===== src/hw/rtl/srts_pkg.sv =====
`timescale 1ns / 1ps
// ----------------------------------------------------------------------------
// srts_pkg
// Shared types and constants for the signed radix to symbols converter.
// ----------------------------------------------------------------------------
package srts_pkg;

  localparam int unsigned ADDR_W     = 5;
  localparam int unsigned DATA_W     = 64;
  localparam int unsigned RADIX_W    = 5;
  localparam int unsigned SYM_W      = 8;
  localparam int unsigned DIGIT_W    = 4;
  localparam int unsigned NUM_SYMS   = 16;
  localparam int unsigned FIFO_DEPTH = 2;
  localparam int unsigned DIV_STEPS  = 8;

  localparam logic [SYM_W-1:0]   CHAR_PLUS  = 8'h2B;
  localparam logic [SYM_W-1:0]   CHAR_MINUS = 8'h2D;
  localparam logic [SYM_W-1:0]   CHAR_SPACE = 8'h20;
  localparam logic [SYM_W-1:0]   CHAR_TOP   = 8'd126;
  localparam logic [RADIX_W-1:0] RADIX_MIN  = 5'd2;

  typedef enum logic [1:0] {
    REG_RADIX    = 2'd0,
    REG_ALPHA_LO = 2'd1,
    REG_ALPHA_HI = 2'd2
  } reg_idx_e;

  typedef struct packed {
    logic [RADIX_W-1:0]        radix;
    logic [NUM_SYMS*SYM_W-1:0] symbols;
  } cfg_t;

endpackage


===== src/hw/rtl/srts_regs.sv =====
`timescale 1ns / 1ps
// ----------------------------------------------------------------------------
// srts_regs
// APB register file: radix and the two alphabet words.
// ----------------------------------------------------------------------------
module srts_regs
  import srts_pkg::*;
(
  input  logic              clk_i,
  input  logic              rst_ni,
  input  logic              psel,
  input  logic              penable,
  input  logic              pwrite,
  input  logic [ADDR_W-1:0] paddr,
  input  logic [DATA_W-1:0] pwdata,
  output logic [DATA_W-1:0] prdata,
  output logic              pready,
  output cfg_t              cfg_o
);

  logic [RADIX_W-1:0] radix_q, radix_d;
  logic [DATA_W-1:0]  alpha_lo_q, alpha_lo_d;
  logic [DATA_W-1:0]  alpha_hi_q, alpha_hi_d;
  logic               wr_en;
  reg_idx_e           idx;

  assign pready = 1'b1;
  assign wr_en  = psel && penable && pwrite;
  assign idx    = reg_idx_e'(paddr[4:3]);

  always_comb begin
    radix_d    = radix_q;
    alpha_lo_d = alpha_lo_q;
    alpha_hi_d = alpha_hi_q;
    prdata     = '0;
    unique case (idx)
      REG_RADIX: begin
        prdata = DATA_W'(radix_q);
        if (wr_en) radix_d = pwdata[RADIX_W-1:0];
      end
      REG_ALPHA_LO: begin
        prdata = alpha_lo_q;
        if (wr_en) alpha_lo_d = pwdata;
      end
      REG_ALPHA_HI: begin
        prdata = alpha_hi_q;
        if (wr_en) alpha_hi_d = pwdata;
      end
      default: prdata = '0;
    endcase
  end

  always_ff @(posedge clk_i or negedge rst_ni) begin
    if (!rst_ni) begin
      radix_q    <= '0;
      alpha_lo_q <= '0;
      alpha_hi_q <= '0;
    end else begin
      radix_q    <= radix_d;
      alpha_lo_q <= alpha_lo_d;
      alpha_hi_q <= alpha_hi_d;
    end
  end

  assign cfg_o.radix   = radix_q;
  assign cfg_o.symbols = {alpha_hi_q, alpha_lo_q};

endmodule


===== src/hw/rtl/srts_front.sv =====
`timescale 1ns / 1ps
// ----------------------------------------------------------------------------
// srts_front
// Input side: checks the alphabet, splits sign and magnitude, queues work.
// ----------------------------------------------------------------------------
module srts_front
  import srts_pkg::*;
#(
  parameter int unsigned MAX_RADIX   = 16,
  parameter int unsigned VALUE_WIDTH = 32
) (
  input  logic signed [VALUE_WIDTH-1:0] value_i,
  input  logic                          in_valid_i,
  output logic                          in_stall_o,
  input  cfg_t                          cfg_i,
  input  logic                          full_i,
  output logic                          push_o,
  output logic [VALUE_WIDTH:0]          push_data_o
);

  logic                   ok;
  logic [SYM_W-1:0]       ci;
  logic [VALUE_WIDTH-1:0] v;
  logic [VALUE_WIDTH-1:0] mag;
  logic                   neg;

  always_comb begin
    ok = (cfg_i.radix >= RADIX_MIN) && (cfg_i.radix <= RADIX_W'(MAX_RADIX));
    ci = '0;
    for (int i = 0; i < MAX_RADIX; i++) begin
      if (RADIX_W'(i) < cfg_i.radix) begin
        ci = cfg_i.symbols[i*SYM_W +: SYM_W];
        if (ci == CHAR_PLUS || ci == CHAR_MINUS || ci <= CHAR_SPACE || ci > CHAR_TOP) begin
          ok = 1'b0;
        end
        for (int j = i + 1; j < MAX_RADIX; j++) begin
          if (RADIX_W'(j) < cfg_i.radix && cfg_i.symbols[j*SYM_W +: SYM_W] == ci) begin
            ok = 1'b0;
          end
        end
      end
    end
  end

  assign v   = value_i;
  assign neg = v[VALUE_WIDTH-1];
  assign mag = neg ? (~v + 1'b1) : v;

  // invalid alphabet: beat is taken and dropped
  assign in_stall_o  = full_i;
  assign push_o      = in_valid_i && !full_i && ok;
  assign push_data_o = {neg, mag};

endmodule


===== src/hw/rtl/srts_fifo.sv =====
`timescale 1ns / 1ps
// ----------------------------------------------------------------------------
// srts_fifo
// Small register queue between front and back.
// ----------------------------------------------------------------------------
module srts_fifo #(
  parameter int unsigned WIDTH = 33,
  parameter int unsigned DEPTH = 2
) (
  input  logic             clk_i,
  input  logic             rst_ni,
  input  logic             push_i,
  input  logic [WIDTH-1:0] push_data_i,
  input  logic             pop_i,
  output logic [WIDTH-1:0] pop_data_o,
  output logic             full_o,
  output logic             empty_o
);

  localparam int unsigned PTR_W = (DEPTH > 1) ? $clog2(DEPTH) : 1;
  localparam int unsigned CNT_W = $clog2(DEPTH + 1);

  logic [WIDTH-1:0] mem_q [DEPTH];
  logic [PTR_W-1:0] wr_q, wr_d, rd_q, rd_d;
  logic [CNT_W-1:0] cnt_q, cnt_d;

  assign full_o     = (cnt_q == CNT_W'(DEPTH));
  assign empty_o    = (cnt_q == '0);
  assign pop_data_o = mem_q[rd_q];

  always_comb begin
    wr_d  = wr_q;
    rd_d  = rd_q;
    cnt_d = cnt_q;
    if (push_i) wr_d = (wr_q == PTR_W'(DEPTH - 1)) ? '0 : wr_q + 1'b1;
    if (pop_i)  rd_d = (rd_q == PTR_W'(DEPTH - 1)) ? '0 : rd_q + 1'b1;
    if (push_i && !pop_i) cnt_d = cnt_q + 1'b1;
    else if (!push_i && pop_i) cnt_d = cnt_q - 1'b1;
  end

  always_ff @(posedge clk_i) begin
    if (push_i) mem_q[wr_q] <= push_data_i;
  end

  always_ff @(posedge clk_i or negedge rst_ni) begin
    if (!rst_ni) begin
      wr_q  <= '0;
      rd_q  <= '0;
      cnt_q <= '0;
    end else begin
      wr_q  <= wr_d;
      rd_q  <= rd_d;
      cnt_q <= cnt_d;
    end
  end

endmodule


===== src/hw/rtl/srts_back.sv =====
`timescale 1ns / 1ps
// ----------------------------------------------------------------------------
// srts_back
// Output side: digit extraction by long division, digit store, symbol emit.
// ----------------------------------------------------------------------------
module srts_back
  import srts_pkg::*;
#(
  parameter int unsigned VALUE_WIDTH = 32
) (
  input  logic                 clk_i,
  input  logic                 rst_ni,
  input  cfg_t                 cfg_i,
  input  logic                 empty_i,
  input  logic [VALUE_WIDTH:0] pop_data_i,
  output logic                 pop_o,
  output logic                 out_valid_o,
  input  logic                 out_stall_i,
  output logic [SYM_W-1:0]     symbol_o,
  output logic                 last_o
);

  localparam int unsigned PASSES = (VALUE_WIDTH + DIV_STEPS - 1) / DIV_STEPS;
  localparam int unsigned DIV_W  = PASSES * DIV_STEPS;
  localparam int unsigned PASS_W = (PASSES > 1) ? $clog2(PASSES) : 1;
  localparam int unsigned IDX_W  = $clog2(VALUE_WIDTH);
  localparam logic [PASS_W-1:0] LAST_PASS = PASS_W'(PASSES - 1);

  typedef enum logic [4:0] {
    ST_IDLE = 5'b00001,
    ST_DIV  = 5'b00010,
    ST_READ = 5'b00100,
    ST_SIGN = 5'b01000,
    ST_EMIT = 5'b10000
  } state_e;

  state_e             state_q, state_d;
  logic [DIV_W-1:0]   div_q, div_d, div_next;
  logic [RADIX_W-1:0] rem_q, rem_d, rem_next;
  logic [PASS_W-1:0]  pass_q, pass_d;
  logic [IDX_W-1:0]   idx_q, idx_d;
  logic               neg_q, neg_d;
  logic [DIGIT_W-1:0] mem_q [VALUE_WIDTH];
  logic [DIGIT_W-1:0] rd_data_q;
  logic               mem_we;
  logic               out_valid_q, out_valid_d;
  logic [SYM_W-1:0]   symbol_q, symbol_d;
  logic               last_q, last_d;
  logic               out_free;

  // DIV_STEPS bits of restoring division per cycle; div_q shifts quotient in
  always_comb begin
    rem_next = rem_q;
    div_next = div_q;
    for (int s = 0; s < DIV_STEPS; s++) begin
      rem_next = {rem_next[RADIX_W-2:0], div_next[DIV_W-1]};
      div_next = {div_next[DIV_W-2:0], 1'b0};
      if (rem_next >= cfg_i.radix) begin
        rem_next    = rem_next - cfg_i.radix;
        div_next[0] = 1'b1;
      end
    end
  end

  assign out_free = !out_valid_q || !out_stall_i;

  always_comb begin
    state_d     = state_q;
    div_d       = div_q;
    rem_d       = rem_q;
    pass_d      = pass_q;
    idx_d       = idx_q;
    neg_d       = neg_q;
    mem_we      = 1'b0;
    pop_o       = 1'b0;
    out_valid_d = out_valid_q && out_stall_i;
    symbol_d    = symbol_q;
    last_d      = last_q;
    unique case (state_q)
      ST_IDLE: begin
        if (!empty_i) begin
          pop_o   = 1'b1;
          div_d   = DIV_W'(pop_data_i[VALUE_WIDTH-1:0]);
          neg_d   = pop_data_i[VALUE_WIDTH];
          rem_d   = '0;
          pass_d  = '0;
          idx_d   = '0;
          state_d = ST_DIV;
        end
      end
      ST_DIV: begin
        div_d  = div_next;
        rem_d  = rem_next;
        pass_d = pass_q + 1'b1;
        if (pass_q == LAST_PASS) begin
          mem_we = 1'b1;
          pass_d = '0;
          rem_d  = '0;
          if (div_next == '0) state_d = ST_READ;
          else idx_d = idx_q + 1'b1;
        end
      end
      ST_READ: state_d = neg_q ? ST_SIGN : ST_EMIT;
      ST_SIGN: begin
        if (out_free) begin
          out_valid_d = 1'b1;
          symbol_d    = CHAR_MINUS;
          last_d      = 1'b0;
          state_d     = ST_EMIT;
        end
      end
      ST_EMIT: begin
        if (out_free) begin
          out_valid_d = 1'b1;
          symbol_d    = cfg_i.symbols[{rd_data_q, 3'b000} +: SYM_W];
          last_d      = (idx_q == '0);
          if (idx_q == '0) state_d = ST_IDLE;
          else idx_d = idx_q - 1'b1;
        end
      end
      default: state_d = ST_IDLE;
    endcase
  end

  always_ff @(posedge clk_i) begin
    if (mem_we) mem_q[idx_q] <= rem_next[DIGIT_W-1:0];
    rd_data_q <= mem_q[idx_d];
  end

  always_ff @(posedge clk_i) begin
    div_q    <= div_d;
    rem_q    <= rem_d;
    symbol_q <= symbol_d;
    last_q   <= last_d;
  end

  always_ff @(posedge clk_i or negedge rst_ni) begin
    if (!rst_ni) begin
      state_q     <= ST_IDLE;
      pass_q      <= '0;
      idx_q       <= '0;
      neg_q       <= 1'b0;
      out_valid_q <= 1'b0;
    end else begin
      state_q     <= state_d;
      pass_q      <= pass_d;
      idx_q       <= idx_d;
      neg_q       <= neg_d;
      out_valid_q <= out_valid_d;
    end
  end

  assign out_valid_o = out_valid_q;
  assign symbol_o    = symbol_q;
  assign last_o      = last_q;

  a_sign_needs_neg: assert property (@(posedge clk_i) disable iff (!rst_ni)
    (state_q == ST_SIGN) |-> neg_q)
    else $error("sign state without negative value");

  a_read_after_div: assert property (@(posedge clk_i) disable iff (!rst_ni)
    (state_q == ST_READ) |-> $past(state_q == ST_DIV))
    else $error("digit read not preceded by division");

  a_pass_bound: assert property (@(posedge clk_i) disable iff (!rst_ni)
    (state_q == ST_DIV) |-> (pass_q <= LAST_PASS))
    else $error("division pass counter out of range");

  a_minus_not_last: assert property (@(posedge clk_i) disable iff (!rst_ni)
    (out_valid_q && symbol_q == CHAR_MINUS) |-> !last_q)
    else $error("minus sign flagged as final beat");

endmodule


===== src/hw/rtl/signed_radix_to_symbols_core.sv =====
`timescale 1ns / 1ps
// ----------------------------------------------------------------------------
// signed_radix_to_symbols_core
// Renders signed values as text in a programmable radix and alphabet.
// ----------------------------------------------------------------------------
// Usage:
//   Program radix (0x00), alphabet_low (0x08) and alphabet_high (0x10) over
//   APB while idle. Each input beat on value_i yields a '-' for negative
//   values and then one beat per digit, most significant first; last_o
//   marks the final beat. With an invalid alphabet the beat is consumed and
//   nothing is emitted.
//   The back end handles one value at a time; a two-entry queue lets the
//   input side take beats meanwhile. Once a value is popped from the queue, each
//   digit takes a full long division of it (8 quotient bits per cycle) and goes
//   into the digit store, which is then read back to emit the output beats.
//   Reset clears the registers to zero (alphabet invalid) and empties the
//   queue. out_stall_i holds the output beat and pauses emission; the queue
//   then fills and in_stall_o rises.
// ----------------------------------------------------------------------------
module signed_radix_to_symbols_core
  import srts_pkg::*;
#(
  parameter int unsigned MAX_RADIX   = 16,
  parameter int unsigned VALUE_WIDTH = 32
) (
  input  logic                          clk_i,
  input  logic                          rst_ni,
  input  logic                          psel,
  input  logic                          penable,
  input  logic                          pwrite,
  input  logic [ADDR_W-1:0]             paddr,
  input  logic [DATA_W-1:0]             pwdata,
  output logic [DATA_W-1:0]             prdata,
  output logic                          pready,
  input  logic                          in_valid_i,
  output logic                          in_stall_o,
  input  logic signed [VALUE_WIDTH-1:0] value_i,
  output logic                          out_valid_o,
  input  logic                          out_stall_i,
  output logic [SYM_W-1:0]              symbol_o,
  output logic                          last_o
);

  cfg_t                 cfg;
  logic                 push, pop, full, empty;
  logic [VALUE_WIDTH:0] push_data, pop_data;

  srts_regs u_regs (
    .clk_i   (clk_i),
    .rst_ni  (rst_ni),
    .psel    (psel),
    .penable (penable),
    .pwrite  (pwrite),
    .paddr   (paddr),
    .pwdata  (pwdata),
    .prdata  (prdata),
    .pready  (pready),
    .cfg_o   (cfg)
  );

  srts_front #(
    .MAX_RADIX   (MAX_RADIX),
    .VALUE_WIDTH (VALUE_WIDTH)
  ) u_front (
    .value_i     (value_i),
    .in_valid_i  (in_valid_i),
    .in_stall_o  (in_stall_o),
    .cfg_i       (cfg),
    .full_i      (full),
    .push_o      (push),
    .push_data_o (push_data)
  );

  srts_fifo #(
    .WIDTH (VALUE_WIDTH + 1),
    .DEPTH (FIFO_DEPTH)
  ) u_fifo (
    .clk_i       (clk_i),
    .rst_ni      (rst_ni),
    .push_i      (push),
    .push_data_i (push_data),
    .pop_i       (pop),
    .pop_data_o  (pop_data),
    .full_o      (full),
    .empty_o     (empty)
  );

  srts_back #(
    .VALUE_WIDTH (VALUE_WIDTH)
  ) u_back (
    .clk_i       (clk_i),
    .rst_ni      (rst_ni),
    .cfg_i       (cfg),
    .empty_i     (empty),
    .pop_data_i  (pop_data),
    .pop_o       (pop),
    .out_valid_o (out_valid_o),
    .out_stall_i (out_stall_i),
    .symbol_o    (symbol_o),
    .last_o      (last_o)
  );

endmodule

===== config.mk =====
export PLATFORM = sky130hd
export DESIGN_NAME = signed_radix_to_symbols_core
export DESIGN_NICKNAME = d
export VERILOG_FILES = /design/src/hw/rtl/srts_pkg.sv /design/src/hw/rtl/srts_regs.sv /design/src/hw/rtl/srts_front.sv /design/src/hw/rtl/srts_fifo.sv /design/src/hw/rtl/srts_back.sv /design/src/hw/rtl/signed_radix_to_symbols_core.sv
export SDC_FILE = /design/constraint.sdc
export NUM_CORES = 2
export LEC_CHECK = 0
export BUFFER_PORTS_ARGS = -buffer_cell sky130_fd_sc_hd__buf_2
export CAP_MARGIN = 15
export CORE_MARGIN = 2
export CORE_UTILIZATION = 50
export CTS_BUF_LIST = sky130_fd_sc_hd__clkbuf_2 sky130_fd_sc_hd__clkbuf_4 sky130_fd_sc_hd__clkbuf_8
export DETAILED_ROUTE_END_ITERATION = 12
export PLACE_DENSITY = 0.7
export SYNTH_ARGS = -nofsm -noshare
export SYNTH_HDL_FRONTEND = slang
export SYNTH_SLANG_ARGS = --single-unit

===== constraint.sdc =====
create_clock -name clk_i -period 12.1 [get_ports clk_i]
set_input_delay 1.21 -clock clk_i [delete_from_list [all_inputs] [get_ports clk_i]]
set_output_delay 1.21 -clock clk_i [all_outputs]
set_load 0.05 [all_outputs]

== Word level (Yosys, flattened, before mapping) ==
Memory sizes are Yosys's and may differ from the RTL's. A register that Yosys moved wholly into a read port is not among the register bits.
Cells that the tools add are included.
Cells by class
  add/subtract/negate cells: 16
  multipliers: 0
  div/mod/pow operators: 0
  order comparisons: 58
  equality and inequality tests: 167
  shift-type cells: 1
  mux-type cells: 212
  bitwise logic cells: 2
  reductions and logical operators: 197
Operators with widths (number)
  8-bit == test: 120
  8-bit by 6-bit == test with 1-bit output (second input constant): 32
  64-bit one-hot mux with 3 select lines: 1
  1-bit two-way mux: 174
  8-bit by 7-bit > comparator with 1-bit output (second input constant): 16
  8-bit by 6-bit <= comparator with 1-bit output (second input constant): 16
  1-bit logical AND: 128
  128-bit by 8-bit indexed part select with 8-bit output: 1
  32-bit two-way mux: 2
  32-bit one-hot mux with 2 select lines: 1
  5-bit two-way mux: 12
  1-bit logical OR: 49
  5-bit greater-or-equal comparator: 8
  4-bit by 5-bit less-than comparator with 1-bit output (first input constant): 8
  4-bit two-way mux: 10
  32-bit by 1-bit adder with 32-bit output (second input constant): 1
  32-bit zero test: 1
  32-bit NOT: 1
  4-bit subtractor: 8
  5-bit one-hot mux with 5 select lines: 1
  3-bit by 5-bit less-than comparator with 1-bit output (first input constant): 4
  8-bit two-way mux: 2
  8-bit one-hot mux with 2 select lines: 1
  5-bit one-hot mux with 3 select lines: 1
  other kinds (31): 55
Word-level totals
  register bits: 196
  latch bits: 0
  bits in writable memories: 194
  ROM bits: 0
  input port bits: 108
  output and inout bits: 76
  word-level logic and storage cells: 670
  memories: 2
Memories
  u_back.mem_q: depth 32, width 4, rd ports 1, clocked after Yosys merged registers in 1, wr ports 1, line srts_back.sv:43  | logic [DIGIT_W-1:0] mem_q [VALUE_WIDTH];
  u_fifo.mem_q: depth 2, width 33, rd ports 1, clocked after Yosys merged registers in 0, wr ports 1, line srts_fifo.sv:23  | logic [WIDTH-1:0] mem_q [DEPTH];

== Longest topological paths before layout ==
  depth in word-level cells: 161
  gate-level depth with buffers: 62
  depth with buffers taken out: 58

== Modules after synthesis ==
From an unflattened synthesis, not the netlist that was laid out.
Second synthesis, totals
  cell total of the unflattened synthesis: 3283
  area, all modules: 33086.7 um2
Modules (own cells, without submodules)
  srts_front: instances 1, cells an instance 1900, area an instance 13471.7 um2, sequential area each 0.0 um2
  srts_back: instances 1, cells an instance 886, area an instance 10943.0 um2, sequential area each 5626.6 um2
  srts_regs: instances 1, cells an instance 378, area an instance 5952.0 um2, sequential area each 3328.2 um2
  srts_fifo: instances 1, cells an instance 119, area an instance 2720.1 um2, sequential area each 2082.0 um2

== Least setup slack after synthesis ==
OpenSTA, ideal clock, no wires.
  path kind: reg2reg
  start point: register u_regs.radix_q[4]
  end point: register u_back.rd_data_q[2], read port of u_back.mem_q
  setup time: 0.126 ns
  data arrival time: 12.114 ns
  data required time: 11.974 ns
  path slack: -0.140 ns
  stages on the path, launching flop included: 52
  path buffers: 3
  period minus slack after synthesis: 12.240 ns
  path through: dfrtp_1 clkbuf_1 clkinv_1 ha_1 and2_1 a21o_1 clkbuf_1 nor2_1 a21oi_1 ha_1 nand2b_1 a21oi_1 o22ai_1 mux2_2 ha_1 o21ai_0 a21oi_1 o22ai_1 [16 not listed] ha_1 a21o_1 a31o_2 o21ai_0 inv_1 ha_1 nor2b_1 o31a_1 o22ai_2 and4_4 a21oi_2 mux2_4 nand2_8 buf_12 mux2_2 a211o_1 a21oi_1 a211oi_2
On the way
  longest elaborated chain between the ends: 20
  elaborated cells between the ends (all ways): 33
  classes of those cells: 6 x add/sub; 8 x order compare; 18 x mux; 1 x reduce/logical
Ends and longest elaborated chain
  start: declaration: line srts_regs.sv:21  | logic [RADIX_W-1:0] radix_q, radix_d;
  start signal: assignment: line srts_regs.sv:59  | radix_q <= radix_d;
  5-bit greater-or-equal comparator: line srts_back.sv:58  | if (rem_next >= cfg_i.radix) begin
  4-bit two-way mux: line srts_back.sv:58
  4-bit subtractor / 5-bit greater-or-equal comparator (equally long branches): line srts_back.sv:59, srts_back.sv:58
  4-bit two-way mux: line srts_back.sv:58
  4-bit subtractor / 5-bit greater-or-equal comparator (equally long branches): line srts_back.sv:59, srts_back.sv:58
  4-bit two-way mux: line srts_back.sv:58
  4-bit subtractor / 5-bit greater-or-equal comparator (equally long branches): line srts_back.sv:59, srts_back.sv:58
  4-bit two-way mux: line srts_back.sv:58
  [4 not listed]
  4-bit subtractor / 5-bit greater-or-equal comparator (equally long branches): line srts_back.sv:59, srts_back.sv:58
  4-bit two-way mux: line srts_back.sv:58
  5-bit greater-or-equal comparator: line srts_back.sv:58
  1-bit two-way mux: line srts_back.sv:58
  32-bit zero test *: line srts_back.sv:99  | if (div_next == '0) state_d = ST_READ;
  5-bit two-way mux *: line srts_back.sv:99
  5-bit two-way mux *: line srts_back.sv:95  | if (pass_q == LAST_PASS) begin
  5-bit one-hot mux with 3 select lines *: line srts_back.sv:79  | unique case (state_q)
  end: declaration: line srts_back.sv:44  | logic [DIGIT_W-1:0] rd_data_q;
Every way passes the cells marked *; elsewhere a longest branch is shown, timed or not.
A chain may end at the register's enable or synchronous reset.

== Final worst setup path ==
  start point: register u_regs.radix_q[2]
  end point: register u_back.rd_data_q[0], read port of u_back.mem_q
On the way
  longest elaborated chain between the ends: 20
  elaborated cells between the ends (all ways): 34
  classes of those cells: 7 x add/sub; 8 x order compare; 18 x mux; 1 x reduce/logical
Ends and longest elaborated chain (line)
  4-bit subtractor / 5-bit greater-or-equal comparator (equally long branches): srts_back.sv:59, srts_back.sv:58
  4-bit two-way mux: srts_back.sv:58
  4-bit subtractor / 5-bit greater-or-equal comparator (equally long branches): srts_back.sv:59, srts_back.sv:58
  4-bit two-way mux: srts_back.sv:58
  5-bit greater-or-equal comparator / 4-bit subtractor (equally long branches): srts_back.sv:58, srts_back.sv:59
  4-bit two-way mux: srts_back.sv:58
  4-bit subtractor / 5-bit greater-or-equal comparator (equally long branches): srts_back.sv:59, srts_back.sv:58
  4-bit two-way mux: srts_back.sv:58
  [4 not listed]
  5-bit greater-or-equal comparator / 4-bit subtractor (equally long branches): srts_back.sv:58, srts_back.sv:59
  4-bit two-way mux: srts_back.sv:58
  5-bit greater-or-equal comparator: srts_back.sv:58
  1-bit two-way mux: srts_back.sv:58
  32-bit zero test *: srts_back.sv:99
  5-bit two-way mux *: srts_back.sv:99
  5-bit two-way mux *: srts_back.sv:95
  5-bit one-hot mux with 3 select lines *: srts_back.sv:79
Marked as above.

==> results.md <==
- Worst Hold Class: flip-flop to flip-flop
- Row count: 93
- Drc violations: 0
- Critical Path AT: 12210 ps
- Die H: 258.9 um
- Final worst path period need: 11630 ps
- Hold buffer count at CTS: 0
- Final hold vios: 0
- Status: finished clean
- Post-synth net total: 3402
- Seq/Total Area, Yosys: 33.99%
- Mapped Area: 32470 um^2
- Startpoint type of the worst setup path: flip-flop
- # clock sinks: 394
- Iteration count of the initial detailed-routing pass: 7
- Slowest stage cell, crit path: mux2_4
- PortBufs: 179
- Synth top area share: 22.10%
- Fill cell count: 5685
- DRT iter0 DRCs: 3534
- Fraction of layout cells with a size suffix above 1: 21.54%
- Vias: 27810
- Worst path required time: 12670 ps
- Wire per inst: 27.73 um
- Initial Util: 50.47%
- #FFs+latches synth: 394
- Gr ovfl total: 0
- Worst slew pin tran: 1194 ps
- Critical path's most frequent cell: ha_1
- Core Area: 64350 um^2
- Chip Width: 258.9 um
- Average size of a mapped cell: 10.03 um^2
- CTS tree: done
- Yosys warns: 0
- Largest net degree at the start of global routing: 88
- Slew margin rel.: 19.76%
- RD Place Congestion: 1.065
- Die Footprint: 67000 um^2
- Vias in the first global route: 26820
- Mapped Cells: 3238
- CTS Buf Count: 68
- CTS Buffer Depth: 3
- IO Pins: 184
- Total wire length: 117.8 mm
- Initial antenna violation count: 12
- Routed Antenna Nets: 0
- Setup crit end kind: flip-flop
- Slew Limit Fails: 0
- Area leader, netlist: edfxtp_1
- MaxCap Viol Count: 0
- Final count of negative-setup-slack endpoints: 0
- Synthesis-to-finish area growth: 10.91%
- Hpwl dp: 74.34 mm
- CP Max Fanout: 12
- Post-DP Area: 34350 um^2
- Cell variety after synth: 79
- Layout Nets: 3502
- Area contributors post-synth: edfxtp_1 22%, xnor2_1 20%, dfrtp_1 12%
- Worst-Skew Late Latency: 710 ps
- First-pass GRT wire length: 173.3 mm
- Total GRT Usage: 34.57%
- H-tree Lvls: 3
- Ys flop type: edfxtp_1
- Most common cell after layout, fill and taps aside: xnor2_1
- Root Buffer: clkbuf_8
- Crit path kind: flip-flop to flip-flop
- Reg clk slew, reported paths: 70 ps
- Ys async rst share: 38.32%
- Commonest cells after routing, fill and taps aside: 730 x xnor2_1, 285 x xor2_1, 239 x edfxtp_1
- Final Skew: 39.47 ps
- Maximum clock frequency: 0.08596 GHz
- Crit share post-route: 96.15%
- Critical Path Max Stage Delay: 420 ps
- Number of synthesized flops with an enable pin: 239
- Vias/cell: 6.546
- Post-route cell area: 36020 um^2
## worst max-delay path, delay by kind of cell (launching register included)
family | cells | cell delay (ps)
compound gates | 30 | 5010
fa+ha+maj | 8 | 2550
buf+inv | 3 | 420
flops | 1 | 350
mux | 6 | 2290
simple gates | 5 | 890
## metal layers
metal  up-vias  share of wire [%]  routed length [um]  global-route usage [%]
li1      11770                  -                   -                       -
met1     13420                 36               42790                   42.00
met2      1959                 44               51810                   52.97
met3       637                 12               14550                   11.50
met4        16                7.3                8548                   21.52
met5         -              0.082                  96                       0
## area by class of cell
type	count	area, um^2	area share (%)
well taps	855	1070	2.970
multi-input cells	2467	19980	55.47
clock inverters	25	251.5	0.6982
flip-flops and latches	394	11040	30.65
repair buffers	369	2356	6.541
inverters	38	146.4	0.4064
diodes	4	10.01	0.02779
clock buffers	96	1165	3.234
## registers in the layout, summed over array words and instances, names as in the netlist, 5 cells and up
signal and cells:
u_regs.radix_q 5, u_back.state_q 5, u_back.div_q 32, u_fifo.mem_q 66, u_back.idx_q 5, u_back.mem_q 128, u_back.symbol_o 8, u_regs.alpha_lo_q 64
u_regs.alpha_hi_q 64
## Yosys cell counts (all sizes together), types with 6 or more instances
cell and count:
o22ai 9, xnor2 730, a32oi 9, a22o 59, mux4 40, nand3 43
edfxtp 239, o21a 14, nand2 103, and4 11, o31ai 15, o31a 7
buf 222, mux2 148, fa 8, dfrtp 150, nor4 113, nor3 76
a41oi 12, nor2b 17, a211o 8, or4 8, nor2 88, a211oi 9
xor2 285, a21o 9, o21ai 115, o41ai 6, a31oi 53, and2 11
nand4 189, nand2b 19, ha 48, or3 6, clkbuf 119, inv 37
a21oi 63, mux2i 91
## final timing paths
kind	slack, ps	from	to	depth (start not counted)
min in group asynchronous	620	rst_ni	u_regs.alpha_hi_q[12]$_DFFE_PN0P_	1
worst min-delay path	500	u_back.pass_q[0]$_DFFE_PN0P_	u_back.pass_q[0]$_DFFE_PN0P_	1
max in group asynchronous	9990	rst_ni	u_fifo.rd_q$_DFFE_PN0P_	2
worst min register to register	500	u_back.pass_q[0]$_DFFE_PN0P_	u_back.pass_q[0]$_DFFE_PN0P_	1
worst max register to register	470	u_regs.radix_q[2]$_DFFE_PN0P_	u_back.rd_data_q[0]$_DFF_P_	52
worst max-delay path	470	u_regs.radix_q[2]$_DFFE_PN0P_	u_back.rd_data_q[0]$_DFF_P_	52
## cells by family after synthesis
| logic type | Yosys count | share of synthesized area (%) |
|---|---|---|
| AOI/OAI and AO/OA | 415 | 8.719 |
| xor gates and xnor gates | 1015 | 27.37 |
| adders and majority gates | 56 | 2.343 |
| buffers and inverters | 379 | 4.993 |
| DFF | 394 | 33.99 |
| muxes | 279 | 10.72 |
| other | 1 | 0.01155 |
| and+or+nand+nor | 699 | 11.85 |
## what timing repair did
action | CTS | global route
setup endpoints to repair | 4 | 6
gates resized for setup | 3 | 25
buffers inserted | 0 | 12
endpoints found under the hold margin | 0 | 0
pin swaps | 0 | 6
gates cloned | 1 | 1
## metrics by stage
| stage | util [%] | worst slack (ps) | hold slack (ps) | cells | setup TNS, ps |
|---|---|---|---|---|---|
| 6_report | 55.98 | 466.2 | 501.8 | 4248 | 0 |
| 5_1_grt | 55.97 | -129.5 | 524.2 | 4246 | -380.4 |
| 4_1_cts | 55.62 | 56.86 | 503.5 | 4230 | 0 |
| 3_5_place_dp | 53.38 | -50.14 | 493.3 | 4108 | -160.3 |
| 3_3_place_gp | 53.38 | 124.2 | 475.1 | 4108 | 0 |
| 2_1_floorplan | - | 14.44 | 455.5 | 3238 | 0 |
Power is not shown: default switching activity piles up to over one toggle a cycle in this logic, so the estimate is an artifact.
